$ cat config.mk
export PLATFORM = sky130hd
export DESIGN_NAME = debug_command_line_tokenizer_unit_flat
export DESIGN_NICKNAME = d
export VERILOG_FILES = /design/src/hw/rtl/dctok_pkg.sv /design/src/hw/rtl/dctok_if.sv /design/src/hw/rtl/dctok_parser.sv /design/src/hw/rtl/dctok_fifo.sv /design/src/hw/rtl/debug_command_line_tokenizer_unit.sv /design/src/flat_wrapper.sv
export SDC_FILE = /design/constraint.sdc
export NUM_CORES = 1
export LEC_CHECK = 0
export BUFFER_PORTS_ARGS = -buffer_cell sky130_fd_sc_hd__buf_2
export CAP_MARGIN = 20
export CORE_ASPECT_RATIO = 0.9
export CORE_MARGIN = 2
export CORE_UTILIZATION = 23
export DETAILED_ROUTE_END_ITERATION = 8
export GPL_ROUTABILITY_DRIVEN = 1
export GPL_TIMING_DRIVEN = 0
export SETUP_SLACK_MARGIN = 0.4
export SLEW_MARGIN = 20
export SYNTH_ARGS = -nofsm -noshare
export SYNTH_HDL_FRONTEND = slang
export SYNTH_HIERARCHICAL = 1
export SYNTH_SLANG_ARGS = --single-unit
$ cat constraint.sdc
create_clock -name clk_i -period 5.3 [get_ports clk_i]
set_input_delay 1.59 -clock clk_i [delete_from_list [all_inputs] [get_ports clk_i]]
set_output_delay 1.59 -clock clk_i [all_outputs]
set_load 0.02 [all_outputs]
$ cat src/hw/rtl/dctok_pkg.sv
// ----------------------------------------------------------------------------
// dctok_pkg
// Shared types and token codes of the command line tokenizer.
// ----------------------------------------------------------------------------
package dctok_pkg;

  localparam logic [2:0] TokCmdByte = 3'd0;
  localparam logic [2:0] TokCmdEnd  = 3'd1;
  localparam logic [2:0] TokKey     = 3'd2;
  localparam logic [2:0] TokValByte = 3'd3;
  localparam logic [2:0] TokValEnd  = 3'd4;
  localparam logic [2:0] TokError   = 3'd5;
  localparam logic [2:0] TokLineEnd = 3'd6;

  localparam logic ErrParse = 1'b0;
  localparam logic ErrDupKey = 1'b1;

  // result queue geometry
  localparam int unsigned FifoDepth = 4;
  localparam int unsigned FifoAw    = 2;

  typedef struct packed {
    logic [2:0] token_kind;
    logic [7:0] token_byte;
    logic       error_kind;
    logic       run_last;
  } tok_t;

  // results produced by one accepted request
  typedef struct packed {
    logic [1:0]     n;
    tok_t [1:0]     tok;
  } push_t;

endpackage

$ cat src/hw/rtl/dctok_if.sv
// ----------------------------------------------------------------------------
// dctok_in_if / dctok_out_if
// Valid/ready channels for input bytes and result tokens.
// ----------------------------------------------------------------------------
interface dctok_in_if;
  logic       valid;
  logic       ready;
  logic [7:0] in_byte;

  modport source (output valid, output in_byte, input ready);
  modport sink (input valid, input in_byte, output ready);
endinterface

interface dctok_out_if;
  logic       valid;
  logic       ready;
  logic [2:0] token_kind;
  logic [7:0] token_byte;
  logic       error_kind;
  logic       run_last;

  modport source (output valid, output token_kind, output token_byte,
                  output error_kind, output run_last, input ready);
  modport sink (input valid, input token_kind, input token_byte,
                input error_kind, input run_last, output ready);
endinterface

$ cat src/hw/rtl/dctok_parser.sv
// ----------------------------------------------------------------------------
// dctok_parser
// Per-byte parse state and token generation; up to two tokens per request.
// ----------------------------------------------------------------------------
module dctok_parser (
  input  logic               clk_i,
  input  logic               rst_ni,
  input  logic               in_fire_i,
  input  logic [7:0]         in_byte_i,
  output dctok_pkg::push_t   push_o
);

  localparam logic [2:0] MCmd    = 3'd0;
  localparam logic [2:0] MNormal = 3'd1;
  localparam logic [2:0] MOpt    = 3'd2;
  localparam logic [2:0] MSep    = 3'd3;
  localparam logic [2:0] MFirst  = 3'd4;
  localparam logic [2:0] MValue  = 3'd5;
  localparam logic [2:0] MQuoted = 3'd6;
  localparam logic [2:0] MSkip   = 3'd7;

  localparam logic [1:0] EscNone  = 2'd0;
  localparam logic [1:0] EscSlash = 2'd1;
  localparam logic [1:0] EscHex   = 2'd2;
  localparam logic [1:0] EscOct   = 2'd3;

  localparam logic [7:0] ChNul   = 8'h00;
  localparam logic [7:0] ChSpace = 8'h20;
  localparam logic [7:0] ChQuote = 8'h22;
  localparam logic [7:0] ChDash  = 8'h2D;
  localparam logic [7:0] ChBslash = 8'h5C;
  localparam logic [7:0] ChZero  = 8'h30;
  localparam logic [7:0] ChSeven = 8'h37;
  localparam logic [7:0] ChLa    = 8'h61;
  localparam logic [7:0] ChLb    = 8'h62;
  localparam logic [7:0] ChLf    = 8'h66;
  localparam logic [7:0] ChLn    = 8'h6E;
  localparam logic [7:0] ChLr    = 8'h72;
  localparam logic [7:0] ChLt    = 8'h74;
  localparam logic [7:0] ChLv    = 8'h76;
  localparam logic [7:0] ChLx    = 8'h78;

  // {valid, digit}
  function automatic logic [4:0] hex_digit(input logic [7:0] b);
    logic [4:0] r;
    r = 5'd0;
    if (b inside {[8'h30:8'h39]}) begin
      r = {1'b1, 4'(b - 8'h30)};
    end else if (b inside {[8'h61:8'h66]}) begin
      r = {1'b1, 4'(b - 8'h57)};
    end else if (b inside {[8'h41:8'h46]}) begin
      r = {1'b1, 4'(b - 8'h37)};
    end
    return r;
  endfunction

  function automatic dctok_pkg::tok_t mk_tok(input logic [2:0] kind, input logic [7:0] b,
                                             input logic ek);
    dctok_pkg::tok_t t;
    t.token_kind = kind;
    t.token_byte = b;
    t.error_kind = ek;
    t.run_last   = 1'b0;
    return t;
  endfunction

  logic [2:0]   mode_q, mode_d;
  logic [7:0]   key_q, key_d;
  logic [1:0]   esc_q, esc_d;
  logic [1:0]   cnt_q, cnt_d;
  logic [8:0]   acc_q, acc_d;
  logic         failed_q, failed_d;
  logic         first_q, first_d;
  logic [255:0] seen_q, seen_d;

  logic         do_plain, do_fin, le;
  logic [2:0]   fin_mode;
  logic [1:0]   n;
  logic [8:0]   acc_n;
  logic [1:0]   cnt_n;
  logic [4:0]   hx;
  dctok_pkg::tok_t [1:0] res;

  always_comb begin
    mode_d   = mode_q;
    key_d    = key_q;
    esc_d    = esc_q;
    cnt_d    = cnt_q;
    acc_d    = acc_q;
    failed_d = failed_q;
    first_d  = 1'b0;
    seen_d   = first_q ? '0 : seen_q;
    do_plain = 1'b0;
    do_fin   = 1'b0;
    le       = 1'b0;
    fin_mode = mode_q;
    n        = 2'd0;
    res      = '0;
    acc_n    = 9'd0;
    cnt_n    = 2'd0;
    hx       = hex_digit(in_byte_i);

    if (failed_q) begin
      le = (in_byte_i == ChNul);
    end else begin
      case (mode_q)
        MCmd: begin
          if (in_byte_i == ChNul) begin
            if (first_q) begin
              res[n[0]] = mk_tok(dctok_pkg::TokError, ChNul, dctok_pkg::ErrParse);
            end else begin
              res[n[0]] = mk_tok(dctok_pkg::TokCmdEnd, ChNul, 1'b0);
            end
            n  = n + 2'd1;
            le = 1'b1;
          end else if (in_byte_i == ChSpace) begin
            res[n[0]] = mk_tok(dctok_pkg::TokCmdEnd, ChNul, 1'b0);
            n = n + 2'd1;
            mode_d = MNormal;
          end else begin
            res[n[0]] = mk_tok(dctok_pkg::TokCmdByte, in_byte_i, 1'b0);
            n = n + 2'd1;
          end
        end
        MNormal, MSep: begin
          if (mode_q == MNormal && in_byte_i == ChDash) begin
            mode_d = MOpt;
          end else if (mode_q == MSep && in_byte_i == ChSpace) begin
            mode_d = MFirst;
          end else begin
            res[n[0]] = mk_tok(dctok_pkg::TokError, ChNul, dctok_pkg::ErrParse);
            n = n + 2'd1;
            failed_d = 1'b1;
            le = (in_byte_i == ChNul);
          end
        end
        MOpt: begin
          if (in_byte_i == ChNul) begin
            le = 1'b1;
          end else begin
            key_d = in_byte_i;
            res[n[0]] = mk_tok(dctok_pkg::TokKey, in_byte_i, 1'b0);
            n = n + 2'd1;
            mode_d = MSep;
          end
        end
        MFirst: begin
          if (in_byte_i == ChNul) begin
            le = 1'b1;
          end else if (in_byte_i == ChQuote && key_q != ChDash) begin
            mode_d = MQuoted;
            esc_d  = EscNone;
            cnt_d  = 2'd0;
            acc_d  = 9'd0;
          end else begin
            res[n[0]] = mk_tok(dctok_pkg::TokValByte, in_byte_i, 1'b0);
            n = n + 2'd1;
            mode_d = MValue;
          end
        end
        MValue: begin
          if (in_byte_i == ChNul) begin
            do_fin = 1'b1;
            le     = 1'b1;
          end else if (in_byte_i == ChSpace && key_q != ChDash) begin
            do_fin   = 1'b1;
            fin_mode = MNormal;
          end else begin
            res[n[0]] = mk_tok(dctok_pkg::TokValByte, in_byte_i, 1'b0);
            n = n + 2'd1;
          end
        end
        MQuoted: begin
          case (esc_q)
            EscSlash: begin
              esc_d = EscNone;
              case (in_byte_i)
                ChNul: le = 1'b1;
                ChLn: begin res[n[0]] = mk_tok(dctok_pkg::TokValByte, 8'd10, 1'b0); n = n + 2'd1; end
                ChLt: begin res[n[0]] = mk_tok(dctok_pkg::TokValByte, 8'd9, 1'b0); n = n + 2'd1; end
                ChLr: begin res[n[0]] = mk_tok(dctok_pkg::TokValByte, 8'd13, 1'b0); n = n + 2'd1; end
                ChLa: begin res[n[0]] = mk_tok(dctok_pkg::TokValByte, 8'd7, 1'b0); n = n + 2'd1; end
                ChLv: begin res[n[0]] = mk_tok(dctok_pkg::TokValByte, 8'd11, 1'b0); n = n + 2'd1; end
                ChLb: begin res[n[0]] = mk_tok(dctok_pkg::TokValByte, 8'd8, 1'b0); n = n + 2'd1; end
                ChLf: begin res[n[0]] = mk_tok(dctok_pkg::TokValByte, 8'd12, 1'b0); n = n + 2'd1; end
                ChLx: begin
                  esc_d = EscHex;
                  cnt_d = 2'd0;
                  acc_d = 9'd0;
                end
                default: begin
                  if (in_byte_i inside {[ChZero:ChSeven]}) begin
                    esc_d = EscOct;
                    cnt_d = 2'd1;
                    acc_d = {6'd0, in_byte_i[2:0]};
                  end else begin
                    res[n[0]] = mk_tok(dctok_pkg::TokValByte, in_byte_i, 1'b0);
                    n = n + 2'd1;
                  end
                end
              endcase
            end
            EscHex: begin
              if (hx[4]) begin
                acc_n = {acc_q[4:0], hx[3:0]};
                cnt_n = cnt_q + 2'd1;
                acc_d = acc_n;
                cnt_d = cnt_n;
                if (cnt_n >= 2'd2) begin
                  res[n[0]] = mk_tok(dctok_pkg::TokValByte, acc_n[7:0], 1'b0);
                  n = n + 2'd1;
                  esc_d = EscNone;
                  cnt_d = 2'd0;
                end
              end else begin
                res[n[0]] = mk_tok(dctok_pkg::TokValByte,
                                   (cnt_q == 2'd0) ? ChLx : acc_q[7:0], 1'b0);
                n = n + 2'd1;
                cnt_d = 2'd0;
                do_plain = 1'b1;
              end
            end
            EscOct: begin
              if (in_byte_i inside {[ChZero:ChSeven]}) begin
                acc_n = {acc_q[5:0], in_byte_i[2:0]};
                cnt_n = cnt_q + 2'd1;
                acc_d = acc_n;
                cnt_d = cnt_n;
                if (cnt_n >= 2'd3) begin
                  res[n[0]] = mk_tok(dctok_pkg::TokValByte, acc_n[7:0], 1'b0);
                  n = n + 2'd1;
                  esc_d = EscNone;
                  cnt_d = 2'd0;
                end
              end else begin
                res[n[0]] = mk_tok(dctok_pkg::TokValByte, acc_q[7:0], 1'b0);
                n = n + 2'd1;
                cnt_d = 2'd0;
                do_plain = 1'b1;
              end
            end
            default: do_plain = 1'b1;
          endcase
        end
        default: begin
          // byte after the closing quote
          if (in_byte_i == ChNul) begin
            le = 1'b1;
          end else begin
            mode_d = MNormal;
          end
        end
      endcase
    end

    if (do_plain) begin
      esc_d = EscNone;
      if (in_byte_i == ChNul) begin
        le = 1'b1;
      end else if (in_byte_i == ChBslash) begin
        esc_d = EscSlash;
      end else if (in_byte_i == ChQuote) begin
        do_fin   = 1'b1;
        fin_mode = MSkip;
      end else begin
        res[n[0]] = mk_tok(dctok_pkg::TokValByte, in_byte_i, 1'b0);
        n = n + 2'd1;
      end
    end

    if (do_fin) begin
      if (seen_d[key_q]) begin
        res[n[0]] = mk_tok(dctok_pkg::TokError, ChNul, dctok_pkg::ErrDupKey);
        n = n + 2'd1;
        failed_d = 1'b1;
      end else begin
        seen_d[key_q] = 1'b1;
        res[n[0]] = mk_tok(dctok_pkg::TokValEnd, ChNul, 1'b0);
        n = n + 2'd1;
        mode_d = fin_mode;
      end
    end

    if (le) begin
      res[n[0]] = mk_tok(dctok_pkg::TokLineEnd, ChNul, 1'b0);
      n = n + 2'd1;
      mode_d   = MCmd;
      key_d    = ChNul;
      esc_d    = EscNone;
      cnt_d    = 2'd0;
      acc_d    = 9'd0;
      failed_d = 1'b0;
      first_d  = 1'b1;
    end

    if (n == 2'd2) begin
      res[1].run_last = 1'b1;
    end else if (n == 2'd1) begin
      res[0].run_last = 1'b1;
    end

    push_o.n   = in_fire_i ? n : 2'd0;
    push_o.tok = res;
  end

  always_ff @(posedge clk_i or negedge rst_ni) begin
    if (!rst_ni) begin
      mode_q   <= MCmd;
      key_q    <= ChNul;
      esc_q    <= EscNone;
      cnt_q    <= 2'd0;
      acc_q    <= 9'd0;
      failed_q <= 1'b0;
      first_q  <= 1'b1;
      seen_q   <= '0;
    end else if (in_fire_i) begin
      mode_q   <= mode_d;
      key_q    <= key_d;
      esc_q    <= esc_d;
      cnt_q    <= cnt_d;
      acc_q    <= acc_d;
      failed_q <= failed_d;
      first_q  <= first_d;
      seen_q   <= seen_d;
    end
  end

  a_two_last: assert property (@(posedge clk_i) disable iff (!rst_ni)
    push_o.n == 2'd2 |-> !push_o.tok[0].run_last && push_o.tok[1].run_last)
    else $error("run_last misplaced on a two-token request");

  a_failed_quiet: assert property (@(posedge clk_i) disable iff (!rst_ni)
    in_fire_i && failed_q && push_o.n != 2'd0 |->
      push_o.n == 2'd1 && push_o.tok[0].token_kind == dctok_pkg::TokLineEnd)
    else $error("token other than line end on a failed line");

  a_nul_ends_line: assert property (@(posedge clk_i) disable iff (!rst_ni)
    in_fire_i && in_byte_i == ChNul |=> first_q && !failed_q && mode_q == MCmd)
    else $error("zero byte did not end the line");

endmodule

$ cat src/hw/rtl/dctok_fifo.sv
// ----------------------------------------------------------------------------
// dctok_fifo
// Result queue: takes up to two tokens per cycle, delivers one per cycle.
// ----------------------------------------------------------------------------
module dctok_fifo (
  input  logic               clk_i,
  input  logic               rst_ni,
  input  dctok_pkg::push_t   push_i,
  input  logic               pop_i,
  output logic               room_o,
  output logic               valid_o,
  output dctok_pkg::tok_t    head_o
);

  localparam int unsigned FifoCw = dctok_pkg::FifoAw + 1;
  localparam logic [FifoCw-1:0] DepthC = FifoCw'(dctok_pkg::FifoDepth);

  dctok_pkg::tok_t mem_q [dctok_pkg::FifoDepth];
  logic [dctok_pkg::FifoAw-1:0] wr_ptr_q, rd_ptr_q, wr_ptr_1;
  logic [FifoCw-1:0]            count_q;
  logic                         do_pop;

  assign do_pop   = pop_i && valid_o;
  assign wr_ptr_1 = wr_ptr_q + 1'b1;
  assign valid_o  = (count_q != '0);
  assign head_o   = mem_q[rd_ptr_q];
  assign room_o   = (count_q <= DepthC - FifoCw'(2));

  always_ff @(posedge clk_i) begin
    if (push_i.n != 2'd0) begin
      mem_q[wr_ptr_q] <= push_i.tok[0];
    end
    if (push_i.n == 2'd2) begin
      mem_q[wr_ptr_1] <= push_i.tok[1];
    end
  end

  always_ff @(posedge clk_i or negedge rst_ni) begin
    if (!rst_ni) begin
      wr_ptr_q <= '0;
      rd_ptr_q <= '0;
      count_q  <= '0;
    end else begin
      wr_ptr_q <= wr_ptr_q + dctok_pkg::FifoAw'(push_i.n);
      if (do_pop) begin
        rd_ptr_q <= rd_ptr_q + 1'b1;
      end
      count_q <= count_q + FifoCw'(push_i.n) - FifoCw'(do_pop);
    end
  end

  a_count_bound: assert property (@(posedge clk_i) disable iff (!rst_ni)
    count_q <= DepthC)
    else $error("result queue count out of range");

  a_no_overflow: assert property (@(posedge clk_i) disable iff (!rst_ni)
    push_i.n != 2'd0 |-> (count_q + FifoCw'(push_i.n)) <= DepthC)
    else $error("result queue overflow");

  a_push_room: assert property (@(posedge clk_i) disable iff (!rst_ni)
    push_i.n != 2'd0 |-> room_o)
    else $error("push without room");

endmodule

$ cat src/hw/rtl/debug_command_line_tokenizer_unit.sv
// ----------------------------------------------------------------------------
// debug_command_line_tokenizer_unit
// Debugger command line tokenizer: bytes in, tagged tokens out.
// ----------------------------------------------------------------------------
// in_i carries one line byte per request; a zero byte ends the line. out_o
// carries tokens: command bytes, command end, option key, value bytes, value
// end, error and line end. Each byte yields zero, one or two tokens; run_last
// marks the last token of a byte.
// A byte is taken in any cycle it is offered while the queue has room; its
// tokens are in a four-entry result queue the next cycle. One byte per cycle
// is sustained while the queue has room for two tokens; output is limited to
// one token per cycle by the queue read port, so a byte that gives two tokens
// needs two pops to leave the queue.
// When the receiver stalls, the queue fills and in_i.ready drops once fewer
// than two entries are free. Reset empties the queue and puts the parser at
// the start of a line with the seen-key set clear.
// ----------------------------------------------------------------------------
module debug_command_line_tokenizer_unit (
  input  logic        clk_i,
  input  logic        rst_ni,
  dctok_in_if.sink    in_i,
  dctok_out_if.source out_o
);

  dctok_pkg::push_t push;
  dctok_pkg::tok_t  head;
  logic             room;
  logic             in_fire;

  assign in_i.ready = room;
  assign in_fire    = in_i.valid && room;

  dctok_parser u_parser (
    .clk_i     (clk_i),
    .rst_ni    (rst_ni),
    .in_fire_i (in_fire),
    .in_byte_i (in_i.in_byte),
    .push_o    (push)
  );

  dctok_fifo u_fifo (
    .clk_i   (clk_i),
    .rst_ni  (rst_ni),
    .push_i  (push),
    .pop_i   (out_o.ready),
    .room_o  (room),
    .valid_o (out_o.valid),
    .head_o  (head)
  );

  assign out_o.token_kind = head.token_kind;
  assign out_o.token_byte = head.token_byte;
  assign out_o.error_kind = head.error_kind;
  assign out_o.run_last   = head.run_last;

endmodule

$ cat src/flat_wrapper.sv
// flat-port wrapper written by rule: the top's interface ports become plain ports
module debug_command_line_tokenizer_unit_flat 
  (clk_i, rst_ni, in_i_valid, in_i_in_byte, in_i_ready, out_o_valid, out_o_token_kind, out_o_token_byte, out_o_error_kind, out_o_run_last, out_o_ready);
  dctok_in_if in_i_i ();
  dctok_out_if out_o_i ();
  input  logic clk_i;
  input  logic rst_ni;
  input wire logic [$bits(in_i_i.valid)-1:0] in_i_valid;
  input wire logic [$bits(in_i_i.in_byte)-1:0] in_i_in_byte;
  output wire logic [$bits(in_i_i.ready)-1:0] in_i_ready;
  output wire logic [$bits(out_o_i.valid)-1:0] out_o_valid;
  output wire logic [$bits(out_o_i.token_kind)-1:0] out_o_token_kind;
  output wire logic [$bits(out_o_i.token_byte)-1:0] out_o_token_byte;
  output wire logic [$bits(out_o_i.error_kind)-1:0] out_o_error_kind;
  output wire logic [$bits(out_o_i.run_last)-1:0] out_o_run_last;
  input wire logic [$bits(out_o_i.ready)-1:0] out_o_ready;
  assign in_i_i.valid = in_i_valid;
  assign in_i_i.in_byte = in_i_in_byte;
  assign in_i_ready = in_i_i.ready;
  assign out_o_valid = out_o_i.valid;
  assign out_o_token_kind = out_o_i.token_kind;
  assign out_o_token_byte = out_o_i.token_byte;
  assign out_o_error_kind = out_o_i.error_kind;
  assign out_o_run_last = out_o_i.run_last;
  assign out_o_i.ready = out_o_ready;
  debug_command_line_tokenizer_unit u_core (.clk_i(clk_i), .rst_ni(rst_ni), .in_i(in_i_i), .out_o(out_o_i));
endmodule
# == Word-level counts from Yosys, hierarchy flattened ==
# Memories as Yosys holds them, arrays and structs flattened.
# Cells that the tools add are included.
# totals
regBits,288
in_bits,12
ram_bits,52
mem_count,1
# op_classes
magnitude_cmp,18
bitwise_logic,10
n_reduce_logical,31
n_mux,163
eq_ne,42
n_addsub,12
# mem_list
memory,depth,width,read_ports,rd_ports_with_merged_regs,write_ports,line,rtl
u_core.u_fifo.mem_q,4,13,1,0,2,dctok_fifo.sv:18,dctok_pkg::tok_t mem_q [dctok_pkg::FifoDepth];
# ops
cell,count
2-to-1 mux 256 bit,3
OR 256 bit,1
2-to-1 mux 26 bit,7
2-to-1 mux 13 bit,9
2-to-1 mux 12 bit,9
2-to-1 mux 8 bit,12
case mux 12 bit (8 select lines),1
case mux 13 bit (6 select lines),1
"== test 8 x 7 -> 1 bit, second input constant",9
2-to-1 mux 3 bit,19
2-to-1 mux 2 bit,28
2-to-1 mux 1 bit,48
demux 13 bit (select 1 bit),3
case mux 13 bit (3 select lines),1
case mux 8 bit (2 select lines),2
bitwise mux 26 bit,1
"inequality test 5 bit, second input constant",5
bitwise AND 24 bit,1
"== test 8 x 6 -> 1 bit, second input constant",3
inverter 24 bit,1
case mux 8 bit (3 select lines),1
bitwise AND 22 bit,1
inverter 22 bit,1
bitwise AND 20 bit,1
other kinds (56),108

# == Logic depth before layout (Yosys ltp) ==
# Gate-level depths: netlist of the first run.
# depth
depth_word,26
depth_mapped,23

# == Hierarchy ==
# The synthesis of the first run kept the hierarchy.
# by_module_without_submodules
mod,instances,cells_per_inst,seq_area_each_um2,area_per_inst_um2
dctok_parser,1,1867,7033.0,15797.7
dctok_fifo,1,166,1736.7,2976.6
debug_command_line_tokenizer_unit,1,1,0.0,6.3

# == Worst setup path after synthesis of the first run ==
# OpenSTA, ideal clock, no wires.
# synth_path
kind,input port to flip-flop
from,in in_i_in_byte[0]
to,"mem u_core/u_fifo/mem_q[0][0] in the netlist's numbering, enable pin"
t_required_ns,4.896
arrival_time_ns,6.277
path_stages,19
setup_time_ns,0.404
path_buffers,1
path_slack_ns,-1.381
path_cell_list,inv_1 > ha_1 > nor3b_1 > or4_1 > o211ai_2 > a31oi_1 > o41ai_4 > inv_1 > ha_1 > nand2_1 > o21ai_1 > inv_1 > ha_1 > mux2i_1 > or2_2 > a21oi_1 > buf_4 > nor2_1 > o31ai_1
# synth_lines
element,line,rtl
from (decl),flat_wrapper.sv:9,input wire logic [$bits(in_i_i.in_byte)-1:0] in_i_in_byte;
to (decl),dctok_fifo.sv:18,

==> reports/results.md, run 1 <==
• **run status** completed
• **mean routed wirelength per cell** 20.02 um
• **Setup CP Type** input port to flip-flop
• **Critical Path Fanout Max** 8
• **average instance area after synthesis** 9.233 sq um
• **async set or reset register ratio after synthesis** 84.71%
• **primary flip-flop cell chosen by synthesis mapping** sky130_fd_sc_hd__dfrtp_1
• **end of the worst hold path** u_core/u_parser/seen_q[216]$_DFFE_PN0P_
• **part of the cycle the worst path needs** 97.71%
• **total of hold buffers inserted after clock tree synthesis** 0
• **post-CTS clock slew at the launch and capture registers of the worst setup and hold paths** 0.06 ns
• **total wire length after detailed routing** 64.98 mm
• **number of maximum-capacitance violations** 0
• **distinct cell type count after synthesis** 82
• **vertical die dimension** 275.1 um
• **final core occ** 28.13%
• **area delta synth->final** 21.33%
• **depth of the worst hold-timing path** 2
• **Mapped Nets** 2,067
• **number of hold-slack violations in the final timing report** 0
• **Post-Syn Instances** 2,034
• **global-route congestion overflow total** 0
• **dominant combinational cell family by area after synthesis** simple AND/OR/NAND/NOR gates
• **proportion of netlist area held by the largest area contributor** 38.24%
• **leakage component of the power** 0.008234 uW
• **fraction of final layout cells with drive strength greater than 1** 16.62%
• **arrival time of the worst setup path** 5.61 ns
• **Initial Utilization** 23.18%
• **share of synthesized area occupied by flip-flops and latches** 46.70%
• **drt pass-1 iters** 5
• **row cnt** 99
• **Min Clock Period, post-route** 5.179 ns
• **number of top-level design ports** 27
• **Worst R2R Path Depth** 21
• **via count of the routed design** 16.41k
• **clock buffers created by TritonCTS** 40
• **fraction of the mapped netlist area in simple logic gates** 17.92%
• **Final Wtd Congestion** 0.9474
• **Synth area leaders** sky130_fd_sc_hd__dfrtp_1 (38%), sky130_fd_sc_hd__nand2_1 (12%), sky130_fd_sc_hd__edfxtp_1 (8.3%)
• **top achievable clock speed** 0.1931 GHz
• **clock tree from TritonCTS** built
• **number of buffers on the longest clock path** 3
• **startpoint of the worst register-to-register path** u_core/u_parser/key_q[4]$_DFFE_PN0P_
• **final slew viol count** 0
• **CORE AREA** 81,010 sq um
• **hpwl dp** 42.71 mm
• **Yosys Warn Count** 6
• **combined area of all synthesized cells** 18,780 sq um
• **worst clock skew** 0.05154 ns
• **global-route usage over all layers** 15.01%
• **total number of nets in the final design** 2,189
• **residual antenna-violating net count after detailed routing** 0
• **source-to-sink clock delay at the later pin of the worst-skew pair** 0.59 ns
• **Yosys top cell by area** sky130_fd_sc_hd__dfrtp_1
• **PD cells** 265.9 nW/um^2
• **count of state elements after synthesis** 340
• **destination of the worst register-to-register timing path** u_core/u_fifo/count_q[2]$_DFF_PN0_
• **number of antenna violations at the first check in global routing** 3
• **vias in the first global route** 15.60k
• **maximum VDD drop** 0.2018 mV
• **H-Tree Level Count** 2
• **classification of the worst-slack hold path** flip-flop to flip-flop
• **routed vias/inst** 5.057
• **R2R Setup Slk** 0.15 ns
• **iteration-0 DRC count of the detailed router** 1,834
• **endpoint kind of the worst setup timing path** flip-flop
• **count of buffers inserted at the top-level ports** 25
• **Die ar.** 83,960 sq um
• **Max transition margin** 20.37%
• **number of remaining DRC errors** 0
• **Chip Width** 305.2 um
• **transition at the pin with the smallest max-transition slack** 1.194 ns
• **pin count of the biggest net entering global routing** 88
• **wire length of the first global-routing pass** 97.95 mm
• **final setup violation count** 0
• **layout filler cell count** 8,521
• **compound-gate portion of the synthesized area** 15.20%
• **final hold slack** 0.4817 ns
• **data required time at the worst endpoint** 5.73 ns
• **synthesized-area fraction occupied by adder cells** 1.439%
• **element type at the critical path start** input port
• **number of enable flip-flop cells after synthesis** 52
• **Post-Synth XOR/XNOR Area** 0.4197%
• **root cell of the clock tree** sky130_fd_sc_hd__clkbuf_16
• **unrepaired setup endpoints after global routing** true
• **Hold Crit Start** u_core/u_parser/seen_q[216]$_DFFE_PN0P_
• **number of clock sinks** 340
• **share of synthesized area spent on multiplexers** 12.75%
## through the flow
step	power, uW	setup TNS (ns)	area [sq um]	setup WS [ns]	std cells
after floorplan	3157	-45.14	18970	-0.5905	2034
final	6058	0	22790	0.1212	3245
after detailed placement	3378	-142.39	20580	-1.471	3125
after global routing	6285	-0.2660	22790	-0.08654	3245
after global placement	3365	-1006.37	20420	-3.051	3119
after CTS	6104	-1.500	22440	-0.07542	3230
## power by group
group          total (uW)  leakage, uW  switching, uW  internal (uW)
logic                 658      0.00316            398            260
clock network        2680     0.000607           1160           1520
registers            2720      0.00447           41.4           2680
## state kept, by name, summed over array words and instances, names as in the netlist
name / count
u_core/u_fifo/count_q: 3
u_core/u_fifo/mem_q: 52
u_core/u_fifo/rd_ptr_q: 2
u_core/u_fifo/wr_ptr_q: 2
u_core/u_parser/acc_q: 8
u_core/u_parser/cnt_q: 2
u_core/u_parser/esc_q: 2
u_core/u_parser/failed_q: 1
u_core/u_parser/first_q: 1
u_core/u_parser/key_q: 8
u_core/u_parser/mode_q: 3
u_core/u_parser/seen_q: 256
## Yosys cell counts (14+ instances only)
| cell | instances |
|---|---|
| sky130_fd_sc_hd__o21ai_1 | 246 |
| sky130_fd_sc_hd__o21ai_0 | 50 |
| sky130_fd_sc_hd__nor2_1 | 74 |
| sky130_fd_sc_hd__mux2i_1 | 102 |
| sky130_fd_sc_hd__a22oi_1 | 14 |
| sky130_fd_sc_hd__nand3_1 | 24 |
| sky130_fd_sc_hd__o22ai_1 | 35 |
| sky130_fd_sc_hd__inv_1 | 29 |
| sky130_fd_sc_hd__buf_6 | 36 |
| sky130_fd_sc_hd__mux2_2 | 57 |
| sky130_fd_sc_hd__a21oi_1 | 30 |
| sky130_fd_sc_hd__mux4_2 | 28 |
| sky130_fd_sc_hd__ha_1 | 20 |
| sky130_fd_sc_hd__nor3_1 | 29 |
| sky130_fd_sc_hd__o221ai_1 | 17 |
| sky130_fd_sc_hd__buf_2 | 14 |
| sky130_fd_sc_hd__nand2b_1 | 17 |
| sky130_fd_sc_hd__nand2_1 | 595 |
| sky130_fd_sc_hd__edfxtp_1 | 52 |
| sky130_fd_sc_hd__dfrtp_1 | 287 |
| sky130_fd_sc_hd__clkbuf_1 | 97 |
## cells by family after synthesis
logic type,count (synthesis)
and+or+nand+nor,796
AOI/OAI and AO/OA,480
DFF,340
muxes,196
buffers and inverters,192
adders and majority gates,21
xor gates and xnor gates,9
## final cells by class
| class | count | area, sq um | area share, % |
|---|---|---|---|
| Timing Repair Buffer | 79 | 832.0 | 3.652 |
| Buffer | 162 | 985.9 | 4.327 |
| Clock buffer | 55 | 1107 | 4.860 |
| Inverter | 30 | 127.6 | 0.5601 |
| Tap cell | 1060 | 1326 | 5.821 |
| Clock inverter | 15 | 143.9 | 0.6315 |
| Antenna cell | 1 | 2.502 | 0.01098 |
| Multi-Input combinational cell | 1503 | 9490 | 41.65 |
| Sequential cell | 340 | 8770 | 38.49 |
## layer usage
metal	wire, um	vias to the layer above	track usage (%)
met3	5766	136	3.428
met2	28390	785	23.01
met1	28640	8098	20.74
li1	-	7387	-
met4	2159	4	5.224
met5	27	-	0
## how the worst max path moves through the flow
stage | startpoint | end | slack, ns | depth (start not counted)
final | in_i_in_byte[1] | u_core/u_fifo/count_q[2]$_DFF_PN0_ | 0.12 | 24
after global routing | in_i_in_byte[4] | u_core/u_fifo/count_q[2]$_DFF_PN0_ | -0.09 | 23
after CTS | in_i_in_byte[0] | u_core/u_fifo/mem_q[2][11]$_DFFE_PP_ | -0.08 | 22
after detailed placement | in_i_in_byte[0] | u_core/u_fifo/mem_q[3][4]$_DFFE_PP_ | -1.47 | 20
after global placement | rst_ni | u_core/u_parser/seen_q[169]$_DFFE_PN0P_ | -3.05 | 1
after floorplan | in_i_in_byte[0] | u_core/u_fifo/count_q[2]$_DFF_PN0_ | -0.59 | 23
## cells in the final DEF, fill, tap and decap left out, types with 27 or more instances in the layout
cell and count:
sky130_fd_sc_hd__o22ai_1 35, sky130_fd_sc_hd__clkbuf_16 41, sky130_fd_sc_hd__buf_4 39, sky130_fd_sc_hd__mux4_2 28, sky130_fd_sc_hd__edfxtp_1 52, sky130_fd_sc_hd__nor2_1 70, sky130_fd_sc_hd__buf_6 47, sky130_fd_sc_hd__o21ai_1 245
sky130_fd_sc_hd__mux2_4 39, sky130_fd_sc_hd__mux2_2 27, sky130_fd_sc_hd__buf_2 33, sky130_fd_sc_hd__clkbuf_1 103, sky130_fd_sc_hd__mux2i_1 100, sky130_fd_sc_hd__a21oi_1 29, sky130_fd_sc_hd__nand2_1 594, sky130_fd_sc_hd__o21ai_0 49
sky130_fd_sc_hd__dfrtp_1 287
## repair_timing
action                     CTS  global route
setup endpoints to repair  109           107
gates resized for setup     65            55
pin swaps                   14            19
cloned                       3             2
buffers inserted            32            12
## worst max-delay path: stages
cell and delay, ns:
sky130_fd_sc_hd__buf_12 0.08, sky130_fd_sc_hd__inv_6 0.04, sky130_fd_sc_hd__ha_4 0.16, sky130_fd_sc_hd__nor3b_2 0.14, sky130_fd_sc_hd__or4_4 0.46, sky130_fd_sc_hd__o211ai_4 0.24
sky130_fd_sc_hd__a31oi_4 0.13, sky130_fd_sc_hd__o41ai_4 0.26, sky130_fd_sc_hd__inv_1 0.08, sky130_fd_sc_hd__ha_1 0.29, sky130_fd_sc_hd__nand2_2 0.07, sky130_fd_sc_hd__o21ai_4 0.12
sky130_fd_sc_hd__inv_2 0.08, sky130_fd_sc_hd__ha_4 0.28, sky130_fd_sc_hd__mux2i_4 0.06, sky130_fd_sc_hd__or2_4 0.24, sky130_fd_sc_hd__a21oi_2 0.14, sky130_fd_sc_hd__buf_6 0.16
sky130_fd_sc_hd__inv_4 0.04, sky130_fd_sc_hd__ha_4 0.25, sky130_fd_sc_hd__inv_2 0.03, sky130_fd_sc_hd__fa_2 0.39, sky130_fd_sc_hd__xnor2_2 0.15, sky130_fd_sc_hd__xnor2_1 0.12
Note: power is estimated with default switching activity, not from simulation.
==> run 2: changes to the inputs <==
Settings changed: CORE_ASPECT_RATIO 0.9 to 1.5, REMOVE_ABC_BUFFERS from default to 1.
==> reports/results.md, run 2 (synthesis gave the netlist of run 1 again) <==
• **clock tree from TritonCTS** built
• **Chip Width** 237.3 um
• **wire length of the first global-routing pass** 87.78 mm
• **PD cells** 262.5 nW/um^2
• **global-route congestion overflow total** 0
• **largest reg by FF count** u_core/u_parser/seen_q
• **share of total power in combinational logic** 9.2%
• **Setup CP Type** input port to flip-flop
• **startpoint of the worst register-to-register path** u_core/u_parser/key_q[2]$_DFFE_PN0P_
• **sum of internal, switching and leakage power** 5884 uW
• **top achievable clock speed** 0.1861 GHz
• **residual antenna-violating net count after detailed routing** 0
• **buffer and inverter count on the worst path** 6
• **Die ar.** 84,000 sq um
• **vias in the first global route** 15.24k
• **leakage component of the power** 0.008043 uW
• **highest-count cells in the layout ignoring fill and taps** sky130_fd_sc_hd__nand2_1 (591), sky130_fd_sc_hd__dfrtp_1 (283), sky130_fd_sc_hd__o21ai_1 (246), sky130_fd_sc_hd__mux2i_1 (100)
• **via count of the routed design** 15.31k
• **critical path's most frequent cell** sky130_fd_sc_hd__ha_4
• **most common cell after layout, fill and taps aside** sky130_fd_sc_hd__nand2_1
• **hpwl dp** 34.23 mm
• **cell at the slowest stage of the critical path** sky130_fd_sc_hd__or4_4
• **Hold Crit Start** u_core/u_parser/seen_q[172]$_DFFE_PN0P_
• **number of remaining DRC errors** 0
• **cell-internal power** 4400 uW
• **max reg flops** 256
• **H-Tree Level Count** 2
• **mean routed wirelength per cell** 18.12 um
• **Largest stage delay, worst path** 0.44 ns
• **maximum VDD drop** 0.1829 mV
• **source-to-sink clock delay at the later pin of the worst-skew pair** 0.55 ns
• **arrival time of the worst setup path** 5.65 ns
• **Clock Power Share** 43.1%
• **number of hold-slack violations in the final timing report** 0
• **part of the power in registers** 47.7%
• **part of the cycle the worst path needs** 101.4%
• **pin count of the biggest net entering global routing** 80
• **count of buffers inserted at the top-level ports** 26
• **Max transition margin** 38.62%
• **Critical Path Fanout Max** 7
• **number of maximum-capacitance violations** 0
• **run status** complete, but fails checks
• **drt pass-1 iters** 5
• **worst clock skew** 0.02371 ns
• **total number of nets in the final design** 2,060
• **switch share** 25.22%
• **critical path's top delay family** simple AND/OR/NAND/NOR gates
• **Final Wtd Congestion** 0.8385
• **number of buffers on the longest clock path** 3
• **launch point of the critical path** in_i_in_byte[0]
• **critical path, cell by cell** buf_12 -> inv_8 -> ha_4 -> nor3b_2 -> or4_4 -> o211ai_4 -> a31oi_4 -> o41ai_4 -> inv_1 -> ha_4 -> nand2_4 -> o21ai_4 -> inv_2 -> ha_4 -> mux2i_4 -> or2_4 -> a21oi_4 -> buf_6 -> buf_6 -> and4bb_4 -> mux2_4
• **area delta synth->final** 19.35%
• **count of inserted antenna diode cells** 0
• **setup slack after placement** -2.843 ns
• **Initial Utilization** 23.18%
• **Net Switching** 1484 uW
• **vertical die dimension** 354.0 um
• **data required time at the worst endpoint** 5.58 ns
• **classification of the worst-slack hold path** flip-flop to flip-flop
• **Min Clock Period, post-route** 5.372 ns
• **violated checks** negative setup slack
• **root cell of the clock tree** sky130_fd_sc_hd__clkbuf_16
• **routed vias/inst** 4.951
• **element type at the critical path start** input port
• **final slew viol count** 0
• **number of clock sinks** 340
• **iteration-0 DRC count of the detailed router** 1,371
• **row cnt** 128
• **global-route usage over all layers** 12.99%
• **endpoint kind of the worst setup timing path** flip-flop
• **CORE AREA** 81,040 sq um
• **final setup violation count** 42
• **transition at the pin with the smallest max-transition slack** 0.9207 ns
• **largest registers** u_core/u_parser/seen_q x256, u_core/u_fifo/mem_q x52
• **worst setup margin** -0.07221 ns
• **number of antenna violations at the first check in global routing** 0
• **post-CTS clock slew at the launch and capture registers of the worst setup and hold paths** 0.06 ns
• **fraction of final layout cells with drive strength greater than 1** 17.84%
• **clock buffers created by TritonCTS** 35
• **unrepaired setup endpoints after global routing** true
• **number of top-level design ports** 27
• **total wire length after detailed routing** 56.04 mm
[run 2: final cells by class]
type,count,area [sq um]
clock buffers,54,1059
clock inverters,8,102.6
fillers,8466,58620
inverters,30,127.6
multi-input cells,1505,9727
flip-flops and latches,340,8780
well taps,1040,1301
repair buffers,115,1318
[run 2: final timing paths]
kind / end / slack, ns / cells past startpoint
max in group asynchronous: u_core/u_parser/key_q[1]$_DFFE_PN0P_ / 3.11 / 3
hold / removal: u_core/u_parser/seen_q[172]$_DFFE_PN0P_ / 0.48 / 2
hold reg to reg: u_core/u_parser/seen_q[172]$_DFFE_PN0P_ / 0.48 / 2
min in group asynchronous: u_core/u_parser/seen_q[248]$_DFFE_PN0P_ / 0.98 / 1
setup / recovery: u_core/u_fifo/mem_q[3][1]$_DFFE_PP_ / -0.07 / 21
setup reg to reg: u_core/u_parser/seen_q[171]$_DFFE_PN0P_ / 0.50 / 11
[run 2: power by group through the flow]
stage	clock (uW)	combinational [uW]	sequential, uW
6_report	2540	538	2810
5_1_grt	2690	587	2820
4_1_cts	2590	538	2800
3_5_place_dp	0	494	2840
3_3_place_gp	0	473	2840
2_1_floorplan	0	317	2800
[run 2: metal layers]
metal	wire length (um)	GRT usage [%]	up-vias
met4	2536	6.390	0
met2	29470	23.61	478
met3	2397	1.676	150
met5	0	0	-
met1	21640	14.90	7573
li1	-	-	7106
[run 2: through the flow]
step / utilization [%] / TNS [ns] / std cells / area [sq um] / hold slack [ns]
final: 27.66 / -1.231 / 3092 / 22410 / 0.4757
after global placement: 23.79 / -3107.25 / 2938 / 19280 / 0.4574
after detailed placement: 24.71 / -289.78 / 2973 / 20030 / 0.4694
after CTS: 27.11 / 0 / 3072 / 21970 / 0.4834
after global routing: 27.66 / -7.301 / 3092 / 22410 / 0.5017
after floorplan: - / -849.71 / 1872 / 17850 / 0.4446
[run 2: worst reg2reg max path, delay by kind of cell (launching register included)]
family | cells | cell delay, ns
simple gates | 5 | 2.17
buf+inv | 4 | 1.41
flops | 1 | 0.75
compound gates | 2 | 0.31
[run 2: what timing repair did]
item	4_1_cts	5_1_grt
setup endpoints to repair	288	155
cloned	2	4
setup buffers	35	16
pin swaps	20	18
hold endpoints to repair	0	0
hold buffers	0	0
resized for setup	91	53
